`config.mk`:
```
export PLATFORM = sky130hd
export DESIGN_NAME = utf8_whitespace_normalizing_copy_flat
export DESIGN_NICKNAME = d
export VERILOG_FILES = /design/src/design/ucn_pkg.sv /design/src/design/ucn_if.sv /design/src/design/ucn_front.sv /design/src/design/ucn_queue.sv /design/src/design/ucn_back.sv /design/src/design/utf8_whitespace_normalizing_copy.sv /design/src/flat_wrapper.sv
export SDC_FILE = /design/constraint.sdc
export NUM_CORES = 1
export LEC_CHECK = 0
export ABC_AREA = 0
export BUFFER_PORTS_ARGS = -buffer_cell sky130_fd_sc_hd__buf_2
export CORE_MARGIN = 5
export CORE_UTILIZATION = 55
export DETAILED_ROUTE_END_ITERATION = 8
export GPL_TIMING_DRIVEN = 0
export HOLD_SLACK_MARGIN = 0.1
export PLACE_DENSITY = 0.76
export SYNTH_ARGS = -nofsm -noshare
export SYNTH_HDL_FRONTEND = slang
export SYNTH_SLANG_ARGS = --single-unit
```
`constraint.sdc`:
```
create_clock -name clk_i -period 3.95 [get_ports clk_i]
set_input_delay 1.185 -clock clk_i [delete_from_list [all_inputs] [get_ports clk_i]]
set_output_delay 1.185 -clock clk_i [all_outputs]
set_load 0.1 [all_outputs]
```
`src/design/ucn_pkg.sv`:
```
`default_nettype none
package ucn_pkg;

  // Emitted-character counter width
  localparam int unsigned COUNT_WIDTH = 16;
  // Compare width for counter against the 16-bit limit register
  localparam int unsigned CMP_WIDTH   = (COUNT_WIDTH > 16) ? COUNT_WIDTH : 16;
  // Bytes kept back while a multi-byte sequence is gathered
  localparam int unsigned HOLD_DEPTH  = 5;
  // Entries in the front/back queue
  localparam int unsigned QUEUE_DEPTH = 4;
  localparam int unsigned QPTR_WIDTH  = $clog2(QUEUE_DEPTH);

  localparam logic [15:0] MAX_CHARS_RESET = 16'hffff;

  localparam logic [7:0] CHAR_CR    = 8'h0d;
  localparam logic [7:0] CHAR_LF    = 8'h0a;
  localparam logic [7:0] CHAR_TAB   = 8'h09;
  localparam logic [7:0] CHAR_SPACE = 8'h20;

  // What the back end does with one queued beat
  typedef enum logic [1:0] {
    OP_NONE  = 2'd0,  // terminator only
    OP_EMIT  = 2'd1,  // send the byte as it is
    OP_HOLD  = 2'd2,  // keep the byte for a later flush
    OP_FLUSH = 2'd3   // send the kept bytes, then this byte
  } op_e;

  typedef struct packed {
    op_e        op;
    logic [7:0] data;
    logic       term;
  } entry_t;

  // Queue status toward the front and back
  typedef struct packed {
    logic full;
    logic empty;
  } qstat_t;

  // Sequence length from a lead byte, zero for an invalid lead
  function automatic logic [2:0] lead_length(input logic [7:0] b);
    logic [2:0] len;
    len = 3'd0;
    if ((b & 8'h80) == 8'h00)      len = 3'd1;
    else if ((b & 8'he0) == 8'hc0) len = 3'd2;
    else if ((b & 8'hf0) == 8'he0) len = 3'd3;
    else if ((b & 8'hf8) == 8'hf0) len = 3'd4;
    else if ((b & 8'hfc) == 8'hf8) len = 3'd5;
    else if ((b & 8'hfe) == 8'hfc) len = 3'd6;
    return len;
  endfunction

endpackage
`default_nettype wire

```
`src/design/ucn_if.sv`:
```
`default_nettype none
// Input byte channel
interface ucn_in_if;
  logic       valid;
  logic       ready;
  logic [7:0] in_byte;
  logic       is_final;

  modport source (output valid, output in_byte, output is_final, input ready);
  modport sink   (input valid, input in_byte, input is_final, output ready);
endinterface

// Output byte channel
interface ucn_out_if;
  logic       valid;
  logic       ready;
  logic [7:0] out_byte;
  logic       is_terminator;

  modport source (output valid, output out_byte, output is_terminator, input ready);
  modport sink   (input valid, input out_byte, input is_terminator, output ready);
endinterface
`default_nettype wire

```
`src/design/ucn_front.sv`:
```
`default_nettype none
module ucn_front (
  input  wire logic              clk_i,
  input  wire logic              rst_ni,
  ucn_in_if.sink                 in_i,
  input  wire logic              cfg_we_i,
  input  wire logic [15:0]       cfg_wdata_i,
  input  wire ucn_pkg::qstat_t   qstat_i,
  output      logic              push_o,
  output      ucn_pkg::entry_t   entry_o
);
  import ucn_pkg::*;

  logic [15:0]            max_q;
  logic                   halted_q, halted_d;
  logic [COUNT_WIDTH-1:0] count_q, count_d;
  logic                   sb_q, sb_d;
  logic [2:0]             held_q, held_d;
  logic [2:0]             seq_q, seq_d;
  logic                   accept;
  logic                   limit;
  logic                   bump;
  logic [2:0]             len;
  logic [3:0]             held_next;
  op_e                    op;

  assign in_i.ready = !qstat_i.full;
  assign accept     = in_i.valid && in_i.ready;
  assign len        = lead_length(in_i.in_byte);
  assign held_next  = {1'b0, held_q} + 4'd1;
  assign limit      = (CMP_WIDTH'(count_q) >= CMP_WIDTH'(max_q)) || (&count_q);

  // Classify the beat and work out the per-string state
  always_comb begin
    op       = OP_NONE;
    bump     = 1'b0;
    halted_d = halted_q;
    sb_d     = sb_q;
    held_d   = held_q;
    seq_d    = seq_q;
    if (!halted_q) begin
      if (seq_q != 3'd0) begin
        if (held_next >= {1'b0, seq_q}) begin
          op     = OP_FLUSH;
          bump   = 1'b1;
          sb_d   = 1'b0;
          held_d = 3'd0;
          seq_d  = 3'd0;
        end else begin
          op     = OP_HOLD;
          held_d = held_next[2:0];
        end
      end else if (limit) begin
        halted_d = 1'b1;
      end else if (in_i.in_byte == CHAR_CR || in_i.in_byte == CHAR_LF ||
                   in_i.in_byte == CHAR_TAB) begin
        op = OP_NONE;
      end else if (in_i.in_byte == CHAR_SPACE) begin
        if (!sb_q) begin
          op   = OP_EMIT;
          bump = 1'b1;
          sb_d = 1'b1;
        end
      end else if (len == 3'd0) begin
        halted_d = 1'b1;
      end else if (len == 3'd1) begin
        op   = OP_EMIT;
        bump = 1'b1;
        sb_d = 1'b0;
      end else begin
        op     = OP_HOLD;
        held_d = 3'd1;
        seq_d  = len;
      end
    end
    // saturating count
    count_d = (bump && !(&count_q)) ? count_q + COUNT_WIDTH'(1) : count_q;
    // end of string: back to the initial state
    if (in_i.is_final) begin
      halted_d = 1'b0;
      count_d  = '0;
      sb_d     = 1'b1;
      held_d   = 3'd0;
      seq_d    = 3'd0;
    end
  end

  assign push_o        = accept && ((op != OP_NONE) || in_i.is_final);
  assign entry_o.op    = op;
  assign entry_o.data  = in_i.in_byte;
  assign entry_o.term  = in_i.is_final;

  // Limit register
  always_ff @(posedge clk_i or negedge rst_ni) begin
    if (!rst_ni) begin
      max_q <= MAX_CHARS_RESET;
    end else if (cfg_we_i) begin
      max_q <= cfg_wdata_i;
    end
  end

  // Per-string state
  always_ff @(posedge clk_i or negedge rst_ni) begin
    if (!rst_ni) begin
      halted_q <= 1'b0;
      count_q  <= '0;
      sb_q     <= 1'b1;
      held_q   <= 3'd0;
      seq_q    <= 3'd0;
    end else if (accept) begin
      halted_q <= halted_d;
      count_q  <= count_d;
      sb_q     <= sb_d;
      held_q   <= held_d;
      seq_q    <= seq_d;
    end
  end

endmodule
`default_nettype wire

```
`src/design/ucn_queue.sv`:
```
`default_nettype none
module ucn_queue (
  input  wire logic              clk_i,
  input  wire logic              rst_ni,
  input  wire logic              push_i,
  input  wire ucn_pkg::entry_t   entry_i,
  input  wire logic              pop_i,
  output      ucn_pkg::entry_t   entry_o,
  output      ucn_pkg::qstat_t   qstat_o
);
  import ucn_pkg::*;

  entry_t                mem_q [QUEUE_DEPTH];
  logic [QPTR_WIDTH-1:0] wr_q, rd_q;
  logic [QPTR_WIDTH:0]   fill_q;

  assign qstat_o.full  = (fill_q == (QPTR_WIDTH+1)'(QUEUE_DEPTH));
  assign qstat_o.empty = (fill_q == '0);
  assign entry_o       = mem_q[rd_q];

  // Payload storage
  always_ff @(posedge clk_i) begin
    if (push_i) begin
      mem_q[wr_q] <= entry_i;
    end
  end

  // Pointers and fill level
  always_ff @(posedge clk_i or negedge rst_ni) begin
    if (!rst_ni) begin
      wr_q   <= '0;
      rd_q   <= '0;
      fill_q <= '0;
    end else begin
      if (push_i) wr_q <= wr_q + QPTR_WIDTH'(1);
      if (pop_i)  rd_q <= rd_q + QPTR_WIDTH'(1);
      case ({push_i, pop_i})
        2'b10:   fill_q <= fill_q + (QPTR_WIDTH+1)'(1);
        2'b01:   fill_q <= fill_q - (QPTR_WIDTH+1)'(1);
        default: fill_q <= fill_q;
      endcase
    end
  end

endmodule
`default_nettype wire

```
`src/design/ucn_back.sv`:
```
`default_nettype none
module ucn_back (
  input  wire logic              clk_i,
  input  wire logic              rst_ni,
  input  wire ucn_pkg::entry_t   entry_i,
  input  wire ucn_pkg::qstat_t   qstat_i,
  output      logic              pop_o,
  ucn_out_if.source              out_o
);
  import ucn_pkg::*;

  logic [7:0] buf_q [HOLD_DEPTH];
  logic [2:0] cnt_q;
  logic [2:0] step_q;
  logic       out_valid_q;
  logic [7:0] out_byte_q;
  logic       out_term_q;
  logic       head_valid;
  logic       out_free;
  logic [2:0] nbytes;
  logic [2:0] total;
  logic       last_step;
  logic       load;
  logic [7:0] next_byte;
  logic       next_term;

  assign head_valid = !qstat_i.empty;
  assign out_free   = !out_valid_q || out_o.ready;

  // Number of data bytes this beat produces, terminator not counted
  always_comb begin
    unique case (entry_i.op)
      OP_EMIT:  nbytes = 3'd1;
      OP_FLUSH: nbytes = cnt_q + 3'd1;
      default:  nbytes = 3'd0;
    endcase
  end
  assign total     = nbytes + {2'b00, entry_i.term};
  assign last_step = (step_q + 3'd1 == total);
  assign load      = head_valid && (total != 3'd0) && out_free;
  assign pop_o     = head_valid && ((total == 3'd0) || (out_free && last_step));

  // Pick the result for the current step: kept bytes, this byte, terminator
  always_comb begin
    next_term = 1'b0;
    next_byte = entry_i.data;
    if (step_q >= nbytes) begin
      next_term = 1'b1;
      next_byte = 8'h00;
    end else if (entry_i.op == OP_FLUSH && step_q < cnt_q) begin
      next_byte = buf_q[step_q];
    end
  end

  // Kept-byte storage
  always_ff @(posedge clk_i) begin
    if (pop_o && entry_i.op == OP_HOLD && !entry_i.term) begin
      buf_q[cnt_q] <= entry_i.data;
    end
  end

  // Step counter and kept-byte count
  always_ff @(posedge clk_i or negedge rst_ni) begin
    if (!rst_ni) begin
      cnt_q  <= 3'd0;
      step_q <= 3'd0;
    end else begin
      if (pop_o) begin
        step_q <= 3'd0;
        if (entry_i.term || entry_i.op == OP_FLUSH) begin
          cnt_q <= 3'd0;
        end else if (entry_i.op == OP_HOLD) begin
          cnt_q <= cnt_q + 3'd1;
        end
      end else if (load) begin
        step_q <= step_q + 3'd1;
      end
    end
  end

  // Output register
  always_ff @(posedge clk_i or negedge rst_ni) begin
    if (!rst_ni) begin
      out_valid_q <= 1'b0;
    end else if (out_free) begin
      out_valid_q <= load;
    end
  end

  always_ff @(posedge clk_i) begin
    if (load) begin
      out_byte_q <= next_byte;
      out_term_q <= next_term;
    end
  end

  assign out_o.valid         = out_valid_q;
  assign out_o.out_byte      = out_byte_q;
  assign out_o.is_terminator = out_term_q;

  // Kept bytes never exceed the buffer
  a_cnt_bound: assert property (@(posedge clk_i) disable iff (!rst_ni)
    cnt_q <= 3'(HOLD_DEPTH)) else $error("kept-byte count overflow");

  // A flush always follows a held lead byte
  a_flush_has_lead: assert property (@(posedge clk_i) disable iff (!rst_ni)
    (head_valid && entry_i.op == OP_FLUSH) |-> (cnt_q != 3'd0))
    else $error("flush with no held lead byte");

  // A hold never lands on a full buffer
  a_hold_room: assert property (@(posedge clk_i) disable iff (!rst_ni)
    (head_valid && entry_i.op == OP_HOLD && !entry_i.term) |-> (cnt_q < 3'(HOLD_DEPTH)))
    else $error("hold into full buffer");

endmodule
`default_nettype wire

```
`src/design/utf8_whitespace_normalizing_copy.sv`:
```
`default_nettype none
// Whitespace-normalizing UTF-8 copy. Takes one input beat per cycle as long as
// the four-entry queue between the classifier and the emitter has room; the
// classifier decides each byte in the cycle it is accepted. The emitter sends
// one output beat per cycle while the receiver is ready: a one-byte character
// or space is one beat, an N-byte sequence leaves as N beats once its last
// byte arrives, and the end of a string adds one terminator beat. Input stalls
// only when the queue is full, when bursts (sequence flushes, terminators)
// or receiver stalls back it up. The limit register may be written only
// while the block is idle.
module utf8_whitespace_normalizing_copy (
  input  wire logic        clk_i,
  input  wire logic        rst_ni,
  ucn_in_if.sink           in_i,
  ucn_out_if.source        out_o,
  input  wire logic        cfg_we_i,
  input  wire logic [15:0] cfg_wdata_i
);
  import ucn_pkg::*;

  logic   push;
  logic   pop;
  entry_t push_entry;
  entry_t head_entry;
  qstat_t qstat;

  ucn_front u_front (
    .clk_i       (clk_i),
    .rst_ni      (rst_ni),
    .in_i        (in_i),
    .cfg_we_i    (cfg_we_i),
    .cfg_wdata_i (cfg_wdata_i),
    .qstat_i     (qstat),
    .push_o      (push),
    .entry_o     (push_entry)
  );

  ucn_queue u_queue (
    .clk_i   (clk_i),
    .rst_ni  (rst_ni),
    .push_i  (push),
    .entry_i (push_entry),
    .pop_i   (pop),
    .entry_o (head_entry),
    .qstat_o (qstat)
  );

  ucn_back u_back (
    .clk_i   (clk_i),
    .rst_ni  (rst_ni),
    .entry_i (head_entry),
    .qstat_i (qstat),
    .pop_o   (pop),
    .out_o   (out_o)
  );

endmodule
`default_nettype wire

```
`src/flat_wrapper.sv`:
```
// flat-port wrapper written by rule: the top's interface ports become plain ports
module utf8_whitespace_normalizing_copy_flat import ucn_pkg::*;
  (clk_i, rst_ni, cfg_we_i, cfg_wdata_i, in_i_valid, in_i_in_byte, in_i_is_final, in_i_ready, out_o_valid, out_o_out_byte, out_o_is_terminator, out_o_ready);
  ucn_in_if in_i_i ();
  ucn_out_if out_o_i ();
  input  wire logic clk_i;
  input  wire logic rst_ni;
  input  wire logic cfg_we_i;
  input  wire logic [15:0] cfg_wdata_i;
  input wire logic [$bits(in_i_i.valid)-1:0] in_i_valid;
  input wire logic [$bits(in_i_i.in_byte)-1:0] in_i_in_byte;
  input wire logic [$bits(in_i_i.is_final)-1:0] in_i_is_final;
  output wire logic [$bits(in_i_i.ready)-1:0] in_i_ready;
  output wire logic [$bits(out_o_i.valid)-1:0] out_o_valid;
  output wire logic [$bits(out_o_i.out_byte)-1:0] out_o_out_byte;
  output wire logic [$bits(out_o_i.is_terminator)-1:0] out_o_is_terminator;
  input wire logic [$bits(out_o_i.ready)-1:0] out_o_ready;
  assign in_i_i.valid = in_i_valid;
  assign in_i_i.in_byte = in_i_in_byte;
  assign in_i_i.is_final = in_i_is_final;
  assign in_i_ready = in_i_i.ready;
  assign out_o_valid = out_o_i.valid;
  assign out_o_out_byte = out_o_i.out_byte;
  assign out_o_is_terminator = out_o_i.is_terminator;
  assign out_o_i.ready = out_o_ready;
  utf8_whitespace_normalizing_copy u_core (.clk_i(clk_i), .rst_ni(rst_ni), .in_i(in_i_i), .out_o(out_o_i), .cfg_we_i(cfg_we_i), .cfg_wdata_i(cfg_wdata_i));
endmodule
```
Word level (Yosys, flattened, before mapping). Memory sizes are Yosys's and may differ from the RTL's. Index checks and enable logic that the tools add are counted. Widths: inputs -> output; s select.

Reductions and logical operators: 40. Muxes and demuxes: 72. Add/subtract/negate cells: 9. Equal/unequal tests: 25. $lt $le $gt $ge: 4.

Operators by type and width (count): $mux 3 (28); $mux 1 (32); $mux 16 (2); $eq 8x4->1 const B (3); $add 16x1->16 const B (1); $ge 16x16->1 (1); $reduce_and 16->1 (1); $mux 2 (7); $reduce_and 7->1 (2); $ne 3x3->1 const B (4); $pmux 3 s2 (2); $logic_and 1x1->1 (10); $reduce_bool 2->1 (5); $add 3x1->3 const B (3); $logic_not 3->1 (3); $eq 8x6->1 const B (1); $logic_not 8->1 (1); $mux 8 (1); $reduce_and 8->1 (1); $eq 7x7->1 const B (1); $logic_or 1x1->1 (7); $eq 2x2->1 const B (3); $eq 3x3->1 const B (2); $eq 6x6->1 const B (1); 19 further kinds (28).

Output and inout bits: 11. Bits in writable memories: 84. Word-level logic and storage cells: 166. Flip-flop bits (word level): 63. Memories: 2. Input port bits: 30.

Memory list: u_core.u_queue.mem_q (words 4, width 11, rd ports 1, clocked after Yosys merged registers in 0, wr ports 1, line ucn_queue.sv:13) `entry_t mem_q [QUEUE_DEPTH];`; u_core.u_back.buf_q (words 5, width 8, rd ports 1, clocked after Yosys merged registers in 0, wr ports 1, line ucn_back.sv:12) `logic [7:0] buf_q [HOLD_DEPTH];`.

Longest topological paths before layout. Gate-level depths: netlist (run 1).

Word-level depth: 20. Gate-level depth with buffers: 16. Depth with buffers taken out: 16.

Cells and area by module. From an unflattened synthesis (run 1), not the netlist that was laid out.

Cells, all modules: 573. Area, all modules: 7363.3 µm².

Modules (own cells, without submodules): ucn_front (cells each 297, times used 1, area an instance 2698.8 µm², sequential area each 1022.2 µm²); ucn_back (cells each 182, times used 1, area an instance 2673.8 µm², sequential area each 1646.6 µm²); ucn_queue (cells each 94, times used 1, area an instance 1990.7 µm², sequential area each 1496.4 µm²).

Worst setup path after synthesis (run 1). Ideal clock, no wire load.

Path kind: register -> register. From: reg u_core.u_queue.rd_q[0]. To: mem u_core.u_back.buf_q[0][0], enable pin. Data arrival time: 3342 ps. Clock period less this slack: 3726 ps. Slack: 224 ps. Setup time: 383 ps. Buffers on the path: 0. Cell stages (with the launch flop): 12. Required time: 3567 ps. Path through: dfrtp_1 -> mux4_2 -> a21boi_0 -> ha_1 -> ha_1 -> nor3_1 -> a221oi_1 -> o32ai_1 -> mux2i_1 -> nor4_4 -> nand2_2 -> nor3_1.

Word-level cells in the longest chain between the ends: 12. Elaborated cells between the ends (all ways): 16. Classes of those cells: add/sub (1); eq/ne (4); mux (3); reduce/logical (7); memory (1).

Ends and longest elaborated chain: from (decl) (line ucn_queue.sv:14) `logic [QPTR_WIDTH-1:0] wr_q, rd_q;`; from (signal assigned) (line ucn_queue.sv:36) `if (pop_i) rd_q <= rd_q + QPTR_WIDTH'(1);`; $mem_v2 4x11 *; $eq 2x2->1 or $eq 2x1->1 (tied branches) (line ucn_back.sv:32) `unique case (entry_i.op)`; $pmux 3 s2 (line ucn_back.sv:32); $add 3x1->3 (line ucn_back.sv:38) `assign total = nbytes + {2'b00, entry_i.term};`; $eq 3x3->1 (line ucn_back.sv:39) `assign last_step = (step_q + 3'd1 == total);`; $logic_and 1x1->1 (line ucn_back.sv:41) `assign pop_o = head_valid && ((total == 3'd0) || (out_free && last_step));`; $logic_or 1x1->1 (line ucn_back.sv:41); $logic_and 1x1->1 (line ucn_back.sv:41); $logic_and 1x1->1 (line ucn_back.sv:57) `if (pop_o && entry_i.op == OP_HOLD && !entry_i.term) begin`; $logic_and 1x1->1 * (line ucn_back.sv:57); $mux 1 * (line ucn_back.sv:57); $mux 1 (implied by the code) * (line ucn_back.sv:58) `buf_q[cnt_q] <= entry_i.data;`; to (decl) (line ucn_back.sv:12).

Mark *: on every way between the ends. The rest lies on a longest branch, timed or not.

Worst setup path after layout (run 1).
From: reg u_core.u_queue.rd_q[0]. To: reg u_core.u_queue.fill_q[1].

Word-level cells in the longest chain between the ends: 10. Elaborated cells between the ends (all ways): 14. Classes of those cells: add/sub (1); eq/ne (5); mux (2); reduce/logical (5); memory (1).

Ends and longest elaborated chain: $mem_v2 4x11 *; $eq 2x2->1 or $eq 2x1->1 (tied branches) (line ucn_back.sv:32); $pmux 3 s2 (line ucn_back.sv:32); $add 3x1->3 * (line ucn_back.sv:38); $eq 3x3->1 (line ucn_back.sv:39); $logic_and 1x1->1 (line ucn_back.sv:41); $logic_or 1x1->1 * (line ucn_back.sv:41); $logic_and 1x1->1 * (line ucn_back.sv:41); net u_core.pop (line utf8_whitespace_normalizing_copy.sv:22) `logic pop;`; $eq 2x1->1 or $eq 2x2->1 (tied branches) (line ucn_queue.sv:37) `case ({push_i, pop_i})`; $pmux 3 s2 or $reduce_bool 2->1 (tied branches); to (signal assigned) (line ucn_queue.sv:38) `2'b10: fill_q <= fill_q + (QPTR_WIDTH+1)'(1);`; to (signal assigned) (line ucn_queue.sv:39) `2'b01: fill_q <= fill_q - (QPTR_WIDTH+1)'(1);`; to (signal assigned) (line ucn_queue.sv:40) `default: fill_q <= fill_q;`; to (decl) (line ucn_queue.sv:15) `logic [QPTR_WIDTH:0] fill_q;`.

The timed path passes the listed nets; every way through them passes the cells marked *. A chain may end at the register's enable or synchronous reset.

==> results of run 1 <==
==> placed cells by master (no fill, tap or decap), drive strengths merged, types with 33 or more instances in the layout <==
master / instances
buf: 57
clkbuf: 33
dfrtp: 37
edfxtp: 93
ha: 35
inv: 42
nand2: 50
nor2: 33
o21ai: 33
==> what timing repair did <==
action / 4_1_cts / 5_1_grt
setup buffers: 2 / 7
hold buffers: 0 / 0
endpoints found under the setup margin: 42 / 42
resized for setup: 11 / 5
pin swaps: 2 / 6
==> flip-flops by register name, summed over array words and instances (netlist names) <==
name                               count
u_core.u_front.count_q                16
u_core.u_back.cnt_q                    3
u_core.u_front.sb_q                    1
u_core.u_queue.mem_q                  44
u_core.u_back.step_q                   3
u_core.u_queue.fill_q                  3
u_core.u_queue.wr_q                    2
u_core.u_front.held_q                  3
u_core.u_front.seq_q                   3
u_core.u_front.max_q                  16
u_core.u_front.halted_q                1
u_core.u_back.out_o.valid              1
u_core.u_back.out_o.out_byte           8
u_core.u_queue.rd_q                    2
u_core.u_back.buf_q                   40
u_core.u_back.out_o.is_terminator      1
==> kinds of logic after synthesis <==
kind of cell / Yosys count / synth area share (%)
AO/OA/AOI/OAI: 104 / 10.5
buffers and inverters: 60 / 3.33
flip-flops: 147 / 57.5
AND/OR/NAND/NOR: 167 / 12.3
XOR/XNOR: 12 / 1.71
multiplexers: 36 / 8.36
adder cells (fa/ha/maj): 36 / 6.32
==> power groups by stage <==
stage | logic [uW] | registers [uW] | clock network [uW]
global placement | 2280 | 2260 | 0
finish | 2600 | 2280 | 1580
CTS | 2480 | 2270 | 1600
detailed placement | 2380 | 2290 | 0
floorplan | 1510 | 2620 | 0
global route | 2820 | 2310 | 1680
==> worst register-to-register path: stages, from the launching register on <==
cell and delay (ns):
dfrtp_2 0.44, mux4_2 0.60, and2_1 0.21, nand2_1 0.12
inv_1 0.06, ha_1 0.36, and2_1 0.20, a221oi_1 0.36
o32ai_2 0.16, mux2i_4 0.24, nor2_4 0.07, ha_1 0.25
inv_1 0.07, fa_1 0.40, o21ai_0 0.20
==> layout make-up <==
type | instances | area share, %
inverters | 39 | 1.74
clock buffers | 20 | 5.30
multi-input cells | 355 | 34.4
well taps | 176 | 2.61
plain buffers | 21 | 1.17
repair buffers | 49 | 3.80
clock inverters | 12 | 1.54
flip-flops and latches | 147 | 49.4
==> metal layers <==
layer / track usage [%] / vias up
li1: - / 2268
met3: 5.87 / 29
met1: 26.5 / 2405
met2: 35.1 / 190
met5: 0 / -
met4: 7.93 / 0
==> per-stage QoR <==
stage,instances,total power [uW],instance area (um2)
detailed placement,778,4670,7660
global placement,778,4540,7660
global route,819,6810,8430
floorplan,562,4130,7240
CTS,812,6350,8320
finish,819,6450,8430
==> worst paths after layout <==
| path | end | from |
|---|---|---|
| max | u_core.u_queue.fill_q[1]$_DFFE_PN0P_ | u_core.u_queue.rd_q[0]$_DFFE_PN0P_ |
| min | u_core.u_queue.fill_q[2]$_DFFE_PN0P_ | u_core.u_queue.fill_q[2]$_DFFE_PN0P_ |
| max reg2reg | u_core.u_queue.fill_q[1]$_DFFE_PN0P_ | u_core.u_queue.rd_q[0]$_DFFE_PN0P_ |
| min reg2reg | u_core.u_queue.fill_q[2]$_DFFE_PN0P_ | u_core.u_queue.fill_q[2]$_DFFE_PN0P_ |
| max in group asynchronous | u_core.u_queue.rd_q[0]$_DFFE_PN0P_ | rst_ni |
| min in group asynchronous | u_core.u_queue.fill_q[2]$_DFFE_PN0P_ | rst_ni |
==> results.json, run 1 <==
{
  "status": "completed",
  "yosys_warnings": 0,
  "io_buffers": 40,
  "fin_nets": 696,
  "peakVddDrop_mv": 0.370,
  "ys_ff_latch": 147,
  "synth_largest_area_cell": "edfxtp_1",
  "syn_area_mm2": 0.00724,
  "finalHoldViolCount": 0,
  "clock_latency_ns": 0.43,
  "n_antenna_cell": 0,
  "path_cells": "mux4_2, and2_1, nand2_1, inv_1, ha_1, and2_1, a221oi_1, o32ai_2, mux2i_4, nor2_4, ha_1, inv_1, fa_1, o21ai_0",
  "grt.overflow.total": 0,
  "area_growth_pct": 16.4,
  "synthDistinctLibCells": 75,
  "worst_slack_ns": 0.125,
  "regArea_mm2": 0.00417,
  "met2_wirelength_um": 8240,
  "cts_root_buf": "clkbuf_16",
  "gp_congestion": 0.850,
  "cts_buffers": 17,
  "clkPwrFrac_pct": 24.5,
  "period_needed_ns": 3.82,
  "antenna_found_initial": 0,
  "hpwl_um": 10500,
  "fin_util_pct": 64.4,
  "die_area_mm2": 0.0156,
  "crit_family": "adder cells",
  "die_h_um": 125,
  "path_buf_inv": 2,
  "fp.coreArea_mm2": 0.0131,
  "swShare_pct": 38.7,
  "vias": 4892,
  "h-tree-depth": 4,
  "io_pins": 41,
  "synth_top_area_share_pct": 38.6,
  "async_flop_share_pct": 36.7,
  "start_util_pct": 55.3,
  "critPathLaunchType": "flop",
  "met3_wirelength_um": 990,
  "max_slew_margin_pct": 36.1,
  "rsz0062_at_grt": "true",
  "wl_met1_um": 6430,
  "internal_power_uw": 3960,
  "fmax_mhz": 261,
  "path_clk_slew_ns": 0.06,
  "slowest_stage": "mux4_2",
  "worstMarginPinSlew_ns": 0.957,
  "synth_top_flop_cell": "edfxtp_1",
  "synth_most_common_cell": "edfxtp_1",
  "worstHoldPathType": "reg -> reg",
  "dpl_worst_slack_ns": -0.663,
  "slowest_delay_ns": 0.60,
  "syn_nets": 628,
  "rows": 42,
  "drt-initial-drc-count": 482,
  "comb_power_share_pct": 40.2,
  "slew_violations": 0,
  "syn_avg_cell_area_um2": 12.9,
  "chipWidth_um": 125,
  "maxCapViolCount": 0,
  "pwr-share-seq_pct": 35.3,
  "grt_pass1_vias": 5122,
  "r2r_cells": 14,
  "fin_crit_sh_pct": 96.8,
  "power.switching_uw": 2500,
  "rrSetupSlack_ns": 0.13,
  "cts_tree": "built",
  "synth_edf_count": 93,
  "grt_util_all_layers_pct": 21.1,
  "synth_common_cells": "edfxtp_1 (93), nand2_1 (48), inv_1 (39)",
  "drc": 0,
  "yosysSeqAreaShare_pct": 57.5,
  "grt_start_max_net_pins": 55,
  "skew_ns": 0.0118,
  "p_leak_uw": 0.00324,
  "routed.top_layer": "met4",
  "wl_per_cell_um": 19.5,
  "syn_inst": 562,
  "synth_top_cells_by_area": "edfxtp_1 (39%), dfrtp_1 (13%), dfstp_2 (6.2%)",
  "holdWs_ns": 0.499,
  "worstSetupPathType": "reg -> reg",
  "multi_input_area_mm2": 0.00290,
  "antenna_left": 0,
  "cts_buffer_depth": 2,
  "critPathRequiredTime_ns": 4.28,
  "cp-end-kind": "flop",
  "clock-sinks": 147,
  "critPathArrivalTime_ns": 4.16,
  "critPathMaxFanout": 5,
  "drive_gt1_share_pct": 24.3,
  "setup_viol": 0,
  "fill_cells": 915,
  "grt_pass1_wl_um": 26000,
  "cellPowerDensity_mw_per_mm2": 765,
  "dr.pass1.iters": 7,
  "wl_um": 16000,
  "avgViaCountPerCell": 5.97,
  "fin_setup_tns_ns": 0,
  "cp.depth": 14,
  "holdPathStages": 1
}
Power figures use the tool's default switching activity.
==> inputs of run 2 (changes only) <==
BUFFER_PORTS_ARGS = unset   (was -buffer_cell sky130_fd_sc_hd__buf_2)
CORE_UTILIZATION = 58   (was 55)
DONT_BUFFER_PORTS = 1   (was unset)
==> run 2 against run 1 <==
  * Critical path depth is 3 lower
  * Count of clock-buffer cells in the layout fell by 2
  * Fmax increased by 0.79%
  * Die area fell by 4.8%
  * Non-clock buffer count down 41
  * Highest routed layer unchanged
  * Flip-flop and latch count unchanged
  * Critical endpoint is now u_core.u_back.buf_q[1][0]$_DFFE_PP_
  * Hold slack worse by 0.035 ns
  * Combinational power is 15% lower
  * Power up 0.36%
  * Largest power group is now registers
  * Sequential power rose by 17%
==> results.json, run 2 (synthesis results as in run 1) <==
{
  "slew_violations": 0,
  "rows": 40,
  "fmax_mhz": 264,
  "finalHoldViolCount": 0,
  "peakVddDrop_mv": 0.403,
  "drive_gt1_share_pct": 19.9,
  "cts_buffers": 17,
  "fin_crit_sh_pct": 96.1,
  "path_clk_slew_ns": 0.06,
  "cts_buffer_depth": 2,
  "internal_power_uw": 4010,
  "wl_um": 15300,
  "dpl_worst_slack_ns": -0.722,
  "drc": 0,
  "io_pins": 41,
  "worstHoldPathType": "in -> async",
  "antenna_found_initial": 0,
  "path_cells": "mux4_2, a21boi_2, ha_2, ha_4, and2_1, a221oi_1, o32ai_1, mux2i_2, nor4_4, nand2_4, nor3_4",
  "cellPowerDensity_mw_per_mm2": 787,
  "clkPwrFrac_pct": 25.0,
  "io_buffers": 0,
  "cp-end-kind": "flop",
  "mostFrequentLayoutCells": "edfxtp_1 (93), nand2_1 (48), inv_1 (39)",
  "grt_util_all_layers_pct": 22.0,
  "fp.coreArea_mm2": 0.0121,
  "regMostFlops": "u_core.u_queue.mem_q",
  "worstSetupPathType": "reg -> reg",
  "swShare_pct": 38.1,
  "gp_congestion": 0.875,
  "cts_root_buf": "clkbuf_16",
  "wl_per_cell_um": 19.8,
  "setup_viol": 0,
  "period_needed_ns": 3.79,
  "avgViaCountPerCell": 6.17,
  "max_slew_margin_pct": 18.5,
  "critPathMaxFanout": 8,
  "die_area_mm2": 0.0148,
  "path_buf_inv": 0,
  "skew_ns": 0.00759,
  "r2r_cells": 11,
  "largest_reg_flops": 44,
  "rrSetupSlack_ns": 0.16,
  "maxCapViolCount": 0,
  "cts_tree": "built",
  "power.switching_uw": 2470,
  "start_util_pct": 59.8,
  "p_leak_uw": 0.00307,
  "drt-initial-drc-count": 425,
  "h-tree-depth": 4,
  "fin_nets": 655,
  "grt.overflow.total": 0,
  "fin_util_pct": 67.9,
  "status": "completed",
  "final_common_cell": "edfxtp_1",
  "crit_family": "simple AND/OR/NAND/NOR gates",
  "critPathLaunchType": "flop",
  "pwr-share-seq_pct": 41.1,
  "r2r_start": "u_core.u_queue.rd_q[0]$_DFFE_PN0P_",
  "grt_pass1_vias": 4878,
  "comb_power_share_pct": 34.0,
  "die_h_um": 122,
  "antenna_left": 0,
  "n_antenna_cell": 0,
  "largestRegisters": "u_core.u_queue.mem_q (44), u_core.u_back.buf_q (40)",
  "dr.pass1.iters": 7,
  "slowest_delay_ns": 0.59,
  "fin_setup_tns_ns": 0,
  "worstMarginPinSlew_ns": 1.22,
  "clock-sinks": 147,
  "grt_start_max_net_pins": 55,
  "cp-startpoint": "u_core.u_queue.rd_q[0]$_DFFE_PN0P_",
  "hpwl_um": 10400,
  "area_growth_pct": 13.5,
  "grt_pass1_wl_um": 25100,
  "critPathArrivalTime_ns": 3.85,
  "fin_area_mm2": 0.00822,
  "worst_slack_ns": 0.155,
  "vias": 4750,
  "slowest_stage": "mux4_2",
  "critPathRequiredTime_ns": 4.00,
  "place_area_mm2": 0.00745,
  "reg2reg_to": "u_core.u_back.buf_q[1][0]$_DFFE_PP_",
  "chipWidth_um": 122,
  "clock_latency_ns": 0.42
}
==> run 2: repair_timing <==
action,in CTS,in global routing
gates resized for setup,12,8
pin swaps,1,4
hold buffers,0,0
endpoints found under the setup margin,34,34
endpoints found under the hold margin,0,0
setup buffers,1,7
==> run 2: worst max-delay path by stage <==
stage / to / slack [ns] / depth (start not counted)
floorplan: u_core.u_back.buf_q[0][0]$_DFFE_PP_ / 0.22 / 11
global placement: u_core.u_back.buf_q[1][6]$_DFFE_PP_ / -0.51 / 11
detailed placement: u_core.u_back.buf_q[3][1]$_DFFE_PP_ / -0.72 / 11
CTS: u_core.u_queue.fill_q[2]$_DFFE_PN0P_ / 0.03 / 15
global route: u_core.u_back.buf_q[1][0]$_DFFE_PP_ / -0.05 / 11
finish: u_core.u_back.buf_q[1][0]$_DFFE_PP_ / 0.16 / 11
==> run 2: power by group through the flow <==
stage	clock network [uW]	logic (uW)	registers [uW]
global route	1710	2430	2690
detailed placement	0	1950	2680
global placement	0	1810	2660
finish	1620	2200	2660
floorplan	0	1510	2620
CTS	1640	2050	2660
==> run 2: metal layers <==
metal	part of all wire, %	up-vias	global-route usage [%]
met2	49	186	34.3
met4	1.3	0	6.16
met5	0	-	0
li1	-	2189	-
met1	43	2356	30.3
met3	7.0	19	6.59
==> run 2: through the flow <==
stage	hold WS, ns	power (uW)	instances
floorplan	0.464	4130	562
global placement	0.483	4470	730
detailed placement	0.500	4620	730
CTS	0.449	6350	763
global route	0.439	6830	770
finish	0.463	6480	770
==> run 2: area by class of cell <==
cell class                      count  area, um2
Clock inverter                     14        161
Tap cell                          168        210
Timing Repair Buffer                8       85.1
Sequential cell                   147       4170
Inverter                           39        146
Multi-Input combinational cell    355       2920
Fill cell                         839       3890
Clock buffer                       18        439
Buffer                             21       96.3
==> run 2: worst register-to-register path, stage by stage, from the launching register on <==
cell and delay [ns]:
dfrtp_2 0.40, mux4_2 0.59, a21boi_2 0.21, ha_2 0.21, ha_4 0.29, and2_1 0.15, a221oi_1 0.08, o32ai_1 0.33
mux2i_2 0.19, nor4_4 0.38, nand2_4 0.17, nor3_4 0.42
==> inputs of run 3 (changes only) <==
CORE_MARGIN = unset   (was 5)
==> run 3 against run 2 <==
  * Cell count rose by 0.13%
  * Critical endpoint is now u_core.u_back.buf_q[2][4]$_DFFE_PP_
  * Count of clock-buffer cells in the layout rose by 1
  * Non-clock buffer count rose by 1
  * First-iteration DRC count fell by 1.2%
  * Global-route usage rose by 3.5 points
  * Core utilization barely moved
  * Fmax rose by 0.28%
  * Sequential power barely moved
==> results.json, run 3 (synthesis results as in run 1) <==
{
  "antenna_found_initial": 0,
  "die_area_mm2": 0.0129,
  "area_growth_pct": 13.5,
  "fin_crit_sh_pct": 95.8,
  "p_leak_uw": 0.00307,
  "fin_area_mm2": 0.00822,
  "dr.pass1.iters": 5,
  "met3_wirelength_um": 847,
  "gp_congestion": 0.834,
  "met2_wirelength_um": 7360,
  "worstMarginPinSlew_ns": 1.20,
  "cp-end-kind": "flop",
  "n_antenna_cell": 0,
  "grt.overflow.total": 0,
  "drc": 0,
  "critPathLaunchType": "flop",
  "routed.top_layer": "met4",
  "hpwl_um": 9930,
  "cts_tree": "built",
  "fmax_mhz": 264,
  "slowest_delay_ns": 0.62,
  "grt_pass1_wl_um": 24300,
  "final_common_cell": "edfxtp_1",
  "antenna_left": 0,
  "skew_ns": 0.0107,
  "fin_setup_tns_ns": 0,
  "chipWidth_um": 114,
  "io_buffers": 0,
  "fp.coreArea_mm2": 0.0121,
  "slowest_stage": "mux4_2",
  "place_area_mm2": 0.00745,
  "die_h_um": 114,
  "status": "completed",
  "clock_latency_ns": 0.43,
  "worstHoldPathType": "in -> async",
  "critPathRequiredTime_ns": 4.09,
  "finalHoldViolCount": 0,
  "clock-sinks": 147,
  "grt_pass1_vias": 4575,
  "regMostFlops": "u_core.u_queue.mem_q",
  "period_needed_ns": 3.78,
  "max_slew_margin_pct": 19.8,
  "peakVddDrop_mv": 0.416,
  "wl_per_cell_um": 19.9,
  "largest_reg_flops": 44,
  "drive_gt1_share_pct": 19.9,
  "vias": 4744,
  "cellPowerDensity_mw_per_mm2": 777,
  "grt_util_all_layers_pct": 25.4,
  "path_clk_slew_ns": 0.06,
  "largestRegisters": "u_core.u_queue.mem_q (44), u_core.u_back.buf_q (40)",
  "cts_buffer_depth": 2,
  "fin_nets": 656,
  "cts_hold_buf": 0,
  "rows": 40,
  "dpl_worst_slack_ns": -0.726,
  "critPathArrivalTime_ns": 3.93,
  "setup_viol": 0,
  "wl_um": 15300,
  "io_pins": 41,
  "maxCapViolCount": 0,
  "slew_violations": 0,
  "cts_root_buf": "clkbuf_16",
  "drt-initial-drc-count": 420,
  "cts_buffers": 17,
  "avgViaCountPerCell": 6.15,
  "grt_start_max_net_pins": 55,
  "critPathMaxFanout": 8,
  "cp_common_cell": "and2_1",
  "wl_met1_um": 6870,
  "worst_slack_ns": 0.166,
  "mostFrequentLayoutCells": "edfxtp_1 (93), nand2_1 (48), inv_1 (39)",
  "path_cells": "mux4_2, and2_1, nand2_1, inv_1, ha_4, and2_1, a221oi_1, o32ai_1, mux2i_2, nor4_4, nand2_2, nor3_4, buf_12",
  "h-tree-depth": 4,
  "start_util_pct": 59.8,
  "worstSetupPathType": "reg -> reg"
}
-- run 3: per-stage QoR --
stage / cells / utilization, % / power [uW] / hold WS (ns)
floorplan: 562 / - / 4130 / 0.464
global placement: 730 / 61.5 / 4460 / 0.483
detailed placement: 730 / 61.5 / 4580 / 0.498
CTS: 768 / 67.5 / 6300 / 0.435
global route: 771 / 67.9 / 6710 / 0.428
finish: 771 / 67.9 / 6390 / 0.449
-- run 3: worst paths after layout --
path                                                     startpoint                             endpoint  slack [ns]  depth (start not counted)
worst min register to register  u_core.u_front.max_q[2]$_DFFE_PN1P_  u_core.u_front.max_q[2]$_DFFE_PN1P_        0.51                          2
worst min-delay path                                         rst_ni   u_core.u_queue.rd_q[0]$_DFFE_PN0P_        0.45                          0
min in group clk_i              u_core.u_front.max_q[2]$_DFFE_PN1P_  u_core.u_front.max_q[2]$_DFFE_PN1P_        0.51                          2
max in group asynchronous                                    rst_ni  u_core.u_front.max_q[2]$_DFFE_PN1P_        3.32                          0
worst max register to register   u_core.u_queue.rd_q[0]$_DFFE_PN0P_  u_core.u_back.buf_q[2][4]$_DFFE_PP_        0.17                         13
worst max-delay path             u_core.u_queue.rd_q[0]$_DFFE_PN0P_  u_core.u_back.buf_q[2][4]$_DFFE_PP_        0.17                         13
-- run 3: repair_timing --
| action | 4_1_cts | 5_1_grt |
|---|---|---|
| resized for setup | 10 | 6 |
| pin swaps | 5 | 2 |
| cloned | 0 | 0 |
| buffers inserted | 6 | 3 |
| endpoints found under the setup margin | 37 | 42 |
-- run 3: critical path, delay by kind of cell (launching register included) --
family / cells / cell delay, ns
compound gates: 2 / 0.40
simple gates: 6 / 1.32
fa+ha+maj: 1 / 0.28
flops: 1 / 0.44
buf+inv: 2 / 0.23
mux: 2 / 0.81
-- run 3: layer usage --
metal,track usage [%],up-vias
li1,-,2186
met1,34.2,2377
met2,39.9,158
met3,7.28,23
met4,8.95,0
met5,0,-
-- run 3: area by class of cell --
cell class                      count  area (um2)
Buffer                             21        96.3
Clock buffer                       19         443
Clock inverter                     13         149
Fill cell                         810        3890
Inverter                           39         146
Multi-Input combinational cell    355        2910
Sequential cell                   147        4170
Tap cell                          168         210
Timing Repair Buffer                9         105
-- run 3: report_power, final --
group          internal, uW  switching, uW
Combinational           855           1260
Sequential             2110            556
Clock                   956            652
